`config.mk`:
```
export PLATFORM = sky130hd
export DESIGN_NAME = handle_pool_free_stack_unit_flat
export DESIGN_NICKNAME = d
export VERILOG_FILES = /design/src/rtl/hps_pkg.sv /design/src/rtl/hps_if.sv /design/src/rtl/handle_pool_free_stack_unit.sv /design/src/flat_wrapper.sv
export SDC_FILE = /design/constraint.sdc
export NUM_CORES = 2
export LEC_CHECK = 0
export BUFFER_PORTS_ARGS = -buffer_cell sky130_fd_sc_hd__clkbuf_2
export CORE_MARGIN = 4
export CORE_UTILIZATION = 55
export CTS_BUF_LIST = sky130_fd_sc_hd__clkbuf_4 sky130_fd_sc_hd__clkbuf_8
export DETAILED_ROUTE_END_ITERATION = 7
export PLACE_DENSITY = 0.8
export SLEW_MARGIN = 30
export SYNTH_ARGS = -nofsm -noshare
export SYNTH_HDL_FRONTEND = slang
export SYNTH_SLANG_ARGS = --single-unit
```
`constraint.sdc`:
```
create_clock -name clk -period 4.3 [get_ports clk]
set_input_delay 0.86 -clock clk [delete_from_list [all_inputs] [get_ports clk]]
set_output_delay 0.86 -clock clk [all_outputs]
set_load 0.05 [all_outputs]
```
`src/rtl/hps_pkg.sv`:
```
// shared types and constants for the handle pool free stack unit
// no dependencies

package hps_pkg;

	localparam int POOL_DEPTH_DEF = 256;
	localparam int KIND_W = 2;
	localparam int HANDLE_W = 8;
	localparam int SIZE_W = 9;
	localparam int STATUS_W = 2;
	localparam logic [SIZE_W-1:0] POOL_SIZE_RST = SIZE_W'(256);

	typedef enum logic [KIND_W-1:0] {
		KIND_OBTAIN   = 2'd0,
		KIND_RELEASE  = 2'd1,
		KIND_FREE_ALL = 2'd2
	} kind_t;

	typedef enum logic [STATUS_W-1:0] {
		STS_OK        = 2'd0,
		STS_EXHAUSTED = 2'd1,
		STS_UNDERFLOW = 2'd2
	} status_t;

	typedef enum logic {
		PH_IDLE = 1'b0,
		PH_READ = 1'b1
	} phase_t;

endpackage

```
`src/rtl/hps_if.sv`:
```
// channel interfaces for request, response and configuration transactions
// depends on hps_pkg

interface hps_in_if;
	import hps_pkg::*;
	logic                valid;
	logic                ready;
	logic [KIND_W-1:0]   kind;
	logic [HANDLE_W-1:0] handle;
	modport source (output valid, output kind, output handle, input ready);
	modport sink (input valid, input kind, input handle, output ready);
endinterface

interface hps_out_if;
	import hps_pkg::*;
	logic                valid;
	logic                ready;
	logic [HANDLE_W-1:0] granted_handle;
	logic [STATUS_W-1:0] status;
	logic [SIZE_W-1:0]   in_use;
	modport source (output valid, output granted_handle, output status, output in_use,
		input ready);
	modport sink (input valid, input granted_handle, input status, input in_use,
		output ready);
endinterface

interface hps_cfg_if;
	import hps_pkg::*;
	logic              valid;
	logic              ready;
	logic [SIZE_W-1:0] pool_size;
	modport source (output valid, output pool_size, input ready);
	modport sink (input valid, input pool_size, output ready);
endinterface

```
`src/rtl/handle_pool_free_stack_unit.sv`:
```
// handle allocator kept as a stack of free handle indices in one synchronous memory
// depends on hps_pkg and the channel interfaces in hps_if.sv
// Release, free all, an unused kind, an exhausted obtain and an obtain at a slot
// not yet reached since the last free all are answered from the idle phase; an
// obtain at a slot already reached first reads the stack memory in the read phase
// and takes no new request meanwhile. A high-water mark of the top pointer stands
// in for restoring the stack; free all and reset need no clearing pass. The
// response register lets a new request in during the cycle its held result is taken.

module handle_pool_free_stack_unit
	import hps_pkg::*;
#(
	parameter int POOL_DEPTH = POOL_DEPTH_DEF
) (
	input  logic      clk,
	input  logic      arst_n,
	hps_cfg_if.sink   cfg,
	hps_in_if.sink    req,
	hps_out_if.source rsp
);

	localparam int TW = $clog2(POOL_DEPTH + 1);
	localparam int AW = $clog2(POOL_DEPTH);
	localparam int CW = (TW > SIZE_W) ? TW : SIZE_W;

	logic [HANDLE_W-1:0] mem [POOL_DEPTH];
	logic [HANDLE_W-1:0] rd_data_q;

	phase_t              phase_q, phase_d;
	logic [TW-1:0]       top_q, top_d;
	logic [TW-1:0]       hwm_q, hwm_d;
	logic [SIZE_W-1:0]   pool_size_q;
	logic                out_valid_q, out_valid_d;
	logic [HANDLE_W-1:0] granted_q, granted_d;
	status_t             status_q, status_d;
	logic [SIZE_W-1:0]   in_use_q, in_use_d;

	logic                mem_we, mem_re;
	logic [AW-1:0]       wr_addr, rd_addr;
	logic [TW-1:0]       top_inc, top_dec;
	logic                can_obtain, in_fire;

	assign cfg.ready = 1'b1;
	assign req.ready = (phase_q == PH_IDLE) && (!out_valid_q || rsp.ready);
	assign in_fire   = req.valid && req.ready;

	assign rsp.valid          = out_valid_q;
	assign rsp.granted_handle = granted_q;
	assign rsp.status         = status_q;
	assign rsp.in_use         = in_use_q;

	assign top_inc    = top_q + 1'b1;
	assign top_dec    = top_q - 1'b1;
	assign can_obtain = (CW'(top_q) < CW'(pool_size_q)) && (CW'(top_q) < CW'(POOL_DEPTH));
	assign rd_addr    = top_q[AW-1:0];
	assign wr_addr    = top_dec[AW-1:0];

	always_comb begin
		phase_d     = phase_q;
		top_d       = top_q;
		hwm_d       = hwm_q;
		out_valid_d = out_valid_q && !rsp.ready;
		granted_d   = granted_q;
		status_d    = status_q;
		in_use_d    = in_use_q;
		mem_we      = 1'b0;
		mem_re      = 1'b0;
		case (phase_q)
			PH_IDLE: begin
				if (in_fire) begin
					granted_d = '0;
					status_d  = STS_OK;
					case (kind_t'(req.kind))
						KIND_OBTAIN: begin
							if (!can_obtain) begin
								status_d    = STS_EXHAUSTED;
								out_valid_d = 1'b1;
							end else if (top_q == hwm_q) begin
								// slot untouched since restore holds its own index
								granted_d   = HANDLE_W'(top_q);
								top_d       = top_inc;
								hwm_d       = top_inc;
								out_valid_d = 1'b1;
							end else begin
								mem_re  = 1'b1;
								phase_d = PH_READ;
							end
						end
						KIND_RELEASE: begin
							if (top_q == '0) begin
								status_d = STS_UNDERFLOW;
							end else begin
								top_d  = top_dec;
								mem_we = 1'b1;
							end
							out_valid_d = 1'b1;
						end
						KIND_FREE_ALL: begin
							top_d       = '0;
							hwm_d       = '0;
							out_valid_d = 1'b1;
						end
						default: begin
							out_valid_d = 1'b1;
						end
					endcase
					in_use_d = SIZE_W'(top_d);
				end
			end
			PH_READ: begin
				granted_d   = rd_data_q;
				status_d    = STS_OK;
				top_d       = top_inc;
				in_use_d    = SIZE_W'(top_inc);
				out_valid_d = 1'b1;
				phase_d     = PH_IDLE;
			end
			default: begin
				phase_d = PH_IDLE;
			end
		endcase
	end

	always_ff @(posedge clk or negedge arst_n) begin
		if (!arst_n) begin
			phase_q     <= PH_IDLE;
			top_q       <= '0;
			hwm_q       <= '0;
			pool_size_q <= POOL_SIZE_RST;
			out_valid_q <= 1'b0;
		end else begin
			phase_q     <= phase_d;
			top_q       <= top_d;
			hwm_q       <= hwm_d;
			out_valid_q <= out_valid_d;
			if (cfg.valid && cfg.ready) begin
				pool_size_q <= cfg.pool_size;
			end
		end
	end

	always_ff @(posedge clk) begin
		granted_q <= granted_d;
		status_q  <= status_d;
		in_use_q  <= in_use_d;
	end

	always_ff @(posedge clk) begin
		if (mem_we) begin
			mem[wr_addr] <= req.handle;
		end
		if (mem_re) begin
			rd_data_q <= mem[rd_addr];
		end
	end

	a_top_below_hwm: assert property (@(posedge clk) disable iff (!arst_n)
		top_q <= hwm_q)
		else $error("top pointer above high-water mark");

	a_top_in_range: assert property (@(posedge clk) disable iff (!arst_n)
		CW'(hwm_q) <= CW'(POOL_DEPTH))
		else $error("high-water mark beyond stack depth");

	a_read_gives_result: assert property (@(posedge clk) disable iff (!arst_n)
		phase_q == PH_READ |=> out_valid_q && status_q == STS_OK
			&& in_use_q == SIZE_W'(top_q))
		else $error("memory read did not complete an obtain");

	a_no_overlap: assert property (@(posedge clk) disable iff (!arst_n)
		mem_re |=> phase_q == PH_READ && !out_valid_q)
		else $error("obtain read overlaps a pending response");

endmodule

```
`src/flat_wrapper.sv`:
```
// flat-port wrapper written by rule: the top's interface ports become plain ports
module handle_pool_free_stack_unit_flat import hps_pkg::*;
#(
	parameter int POOL_DEPTH = POOL_DEPTH_DEF
)
  (clk, arst_n, cfg_valid, cfg_pool_size, cfg_ready, req_valid, req_kind, req_handle, req_ready, rsp_valid, rsp_granted_handle, rsp_status, rsp_in_use, rsp_ready);
  hps_cfg_if cfg_i ();
  hps_in_if req_i ();
  hps_out_if rsp_i ();
  input  logic clk;
  input  logic arst_n;
  input wire logic [$bits(cfg_i.valid)-1:0] cfg_valid;
  input wire logic [$bits(cfg_i.pool_size)-1:0] cfg_pool_size;
  output wire logic [$bits(cfg_i.ready)-1:0] cfg_ready;
  input wire logic [$bits(req_i.valid)-1:0] req_valid;
  input wire logic [$bits(req_i.kind)-1:0] req_kind;
  input wire logic [$bits(req_i.handle)-1:0] req_handle;
  output wire logic [$bits(req_i.ready)-1:0] req_ready;
  output wire logic [$bits(rsp_i.valid)-1:0] rsp_valid;
  output wire logic [$bits(rsp_i.granted_handle)-1:0] rsp_granted_handle;
  output wire logic [$bits(rsp_i.status)-1:0] rsp_status;
  output wire logic [$bits(rsp_i.in_use)-1:0] rsp_in_use;
  input wire logic [$bits(rsp_i.ready)-1:0] rsp_ready;
  assign cfg_i.valid = cfg_valid;
  assign cfg_i.pool_size = cfg_pool_size;
  assign cfg_ready = cfg_i.ready;
  assign req_i.valid = req_valid;
  assign req_i.kind = req_kind;
  assign req_i.handle = req_handle;
  assign req_ready = req_i.ready;
  assign rsp_valid = rsp_i.valid;
  assign rsp_granted_handle = rsp_i.granted_handle;
  assign rsp_status = rsp_i.status;
  assign rsp_in_use = rsp_i.in_use;
  assign rsp_i.ready = rsp_ready;
  handle_pool_free_stack_unit #(.POOL_DEPTH(POOL_DEPTH)) u_core (.clk(clk), .arst_n(arst_n), .cfg(cfg_i), .req(req_i), .rsp(rsp_i));
endmodule
```
==> flow_summary.json <==
{
  "syn_nets": 4011,
  "worstHoldStart": "req_valid",
  "met3_wirelength_um": 31400,
  "cts_resized": 0,
  "crit_type": "register to register",
  "min_period_ps": 4010,
  "clock_sinks": 2104,
  "final_cells": 6761,
  "synth_compound_area_share_pct": 2.84,
  "syn-mean-instance-area_um2": 20.9,
  "grt_pass1_vias": 44900,
  "synth_adder_area_share_pct": 0.211,
  "cts_buffers": 336,
  "layout.nets": 4546,
  "wl_met1_um": 75200,
  "routed_wl_um": 216000,
  "async_reset_ff_share_pct": 1.38,
  "hold_path_class": "input port to register",
  "grt_max_degree": 133,
  "yosys.cell_types.count": 77,
  "period_share_pct": 93.2,
  "drt_pre_antenna_iters": 8,
  "timing.critical_path.from": "u_core.top_q[1]",
  "muxShareOfSynthArea_pct": 15.8,
  "required_ps": 5040,
  "cts_buffer_depth": 4,
  "clk_latency_ps": 1050,
  "cts-hold-fix-buffers": 10,
  "ir_drop_v": 0.000594,
  "ys.flop_type": "edfxtp_1",
  "worstReg2RegStart": "u_core.top_q[1]",
  "cap_violations": 0,
  "slew_headroom_pct": 29.5,
  "cp.arrival_ps": 4750,
  "synth-simple-area-share_pct": 3.14,
  "n_fill_cell": 9608,
  "start_util_pct": 55.4,
  "die_h_um": 396,
  "multiInputGateArea_mm2": 0.0185,
  "p_per_area_mw_per_mm2": 598,
  "start_kind": "register",
  "synthXorXnorAreaFrac_pct": 0.232,
  "maxUsedRoutingLayer": "met5",
  "finalSetupViolCount": 0,
  "synth.area.top_cells": "edfxtp_1 (75%), mux4_2 (14%), nor2_1 (1.5%)",
  "clock.fmax_mhz": 250,
  "synth_area_mm2": 0.0829,
  "regArea_mm2": 0.0631,
  "post_cts_buffers": 0,
  "slew_viol_final": 0,
  "ys_warn_count": 0,
  "hold_violations": 0,
  "synth_edf_count": 2075,
  "cts.clk_slew.worst_paths_ps": 60,
  "place_area_mm2": 0.0877,
  "fin_area_mm2": 0.0941,
  "pre_cts_ws_ps": 544,
  "gp_congestion": 0.981,
  "yosysTopAreaCell": "edfxtp_1",
  "cts_max_level": 5,
  "drcViolationCount": 0,
  "hpwlAfterDp_um": 133000,
  "cts-root-buf": "clkbuf_8",
  "ant_nets": 0,
  "die_w_um": 396,
  "setup_ws_ps": 292,
  "track_usage_pct": 27.7,
  "dieArea_mm2": 0.157,
  "outcome": "finished clean",
  "antenna_found_initial": 5,
  "worstSetupEndpointType": "register",
  "rows": 142,
  "worstPathMaxFanout": 51,
  "coreArea_mm2": 0.150,
  "grt_pass1_wl_um": 313000,
  "synth_top_area_share_pct": 75.2,
  "ys_seq_area_share_pct": 76.0,
  "io_buffers": 44,
  "synth_top_family_by_area": "multiplexers",
  "finClkSkew_ps": 106,
  "io_pins": 46,
  "vias": 44700,
  "setup_tns_ps": 0,
  "dp.cells": 6175,
  "ys_ff_latch": 2104,
  "cts_tree": "done",
  "worstMarginPinSlew_ps": 1050,
  "gr-total-overflow": 0,
  "power_leakage_nw": 30.1,
  "rsz0062_at_grt": "false",
  "synthCells": 3973,
  "synthToLayoutAreaGrowth_pct": 13.5,
  "drive_above_1_share_pct": 31.2,
  "viasPerCell": 6.61,
  "dr_wl_met2_um": 97300,
  "wl_per_cell_um": 32.0,
  "drt_iter0_markers": 7056
}
## power breakdown
group          switching, mW  internal, mW  total (mW)
registers              0.344          22.7        23.1
logic                   10.1          6.66        16.7
clock network           7.55          8.91        16.5
total                   18.0          38.3        56.3
## per-stage QoR
step,hold slack (ps),total power [mW],utilization (%)
floorplan,478,33.8,-
global placement,491,39.4,58.5
detailed placement,499,39.7,58.5
CTS,14.3,56.0,62.8
global route,73.5,57.9,62.8
finish,100,56.3,62.8
## worst paths after layout
| path | endpoint | cells past startpoint | slack, ps |
|---|---|---|---|
| worst max-delay path | u_core.rd_data_q[1] | 8 | 290 |
| worst min register to register | u_core.hwm_q[8] | 1 | 510 |
| max in group asynchronous | u_core.top_q[0] | 2 | 3300 |
| worst min-delay path | u_core.rsp.valid | 3 | 100 |
| min in group asynchronous | u_core.pool_size_q[5] | 2 | 440 |
| worst max register to register | u_core.rd_data_q[1] | 8 | 290 |
## cell usage in the layout, fill, tap and decap left out, drive strengths merged, types with 8 or more instances in the layout
cell type	instances
o221ai	18
dlygate4sd3	10
o31ai	8
clkinv	111
a221oi	30
nor3	27
clkbuf	487
nand3	45
and3	8
a31oi	19
a211oi	15
dfrtp	28
mux2	14
a22oi	53
nor2b	13
edfxtp	2075
inv	21
nor2	322
o21ai	58
o211ai	9
buf	383
nand2	134
o22ai	20
and2	17
nand2b	11
bufinv	11
mux2i	89
xor2	15
ha	14
mux4	532
a21oi	46
a22o	17
## routing by layer
metal  GRT usage (%)  vias up
met4            13.1        6
met2            40.4     3681
met1            37.7    22700
met5           0.154        -
met3            10.0      706
li1                -    17600
## cell type report
cell class              instances  area share (%)
multi-input cells            1610            19.6
flip-flops and latches       2104            67.0
repair buffers                437            3.90
well taps                    2016            2.68
diodes                          4          0.0106
clock buffers                 443            5.82
clock inverters               128           0.896
inverters                      19          0.0811
## worst max-delay path, cell delays in order (launching register included)
cell and delay [ps]:
dfrtp_4 560, buf_12 360, buf_4 440, mux4_2 380, a221oi_1 470, o21ai_0 410
and4_1 360, a21oi_1 570, a41oi_1 80
## state kept, by name (all words and copies together) (netlist names)
name,cells
u_core.hwm_q,9
u_core.top_q,9
u_core.rd_data_q,8
u_core.mem,2048
u_core.rsp.valid,1
u_core.rsp.status,2
u_core.rsp.granted_handle,8
u_core.phase_q,1
u_core.pool_size_q,9
u_core.rsp.in_use,9
## cell families (layout without fill, tap and decap cells)
logic type / count (synthesis) / after routing
buffers and inverters: 259 / 1027
muxes: 635 / 635
and+or+nand+nor: 606 / 606
adders and majority gates: 14 / 14
other: 1 / 5
DFF: 2104 / 2104
AOI/OAI and AO/OA: 332 / 332
xor gates and xnor gates: 22 / 22
## cell usage after synthesis, types with 26 or more instances
cell type	instances
a21oi_1	46
a221oi_1	30
a22oi_1	53
buf_2	87
buf_4	32
clkbuf_1	82
dfrtp_1	28
edfxtp_1	2075
mux2i_1	89
mux4_2	512
nand2_1	133
nand3_1	44
nor2_1	322
nor3_1	26
o21ai_0	57
Note: power is estimated with default switching activity, not from simulation.
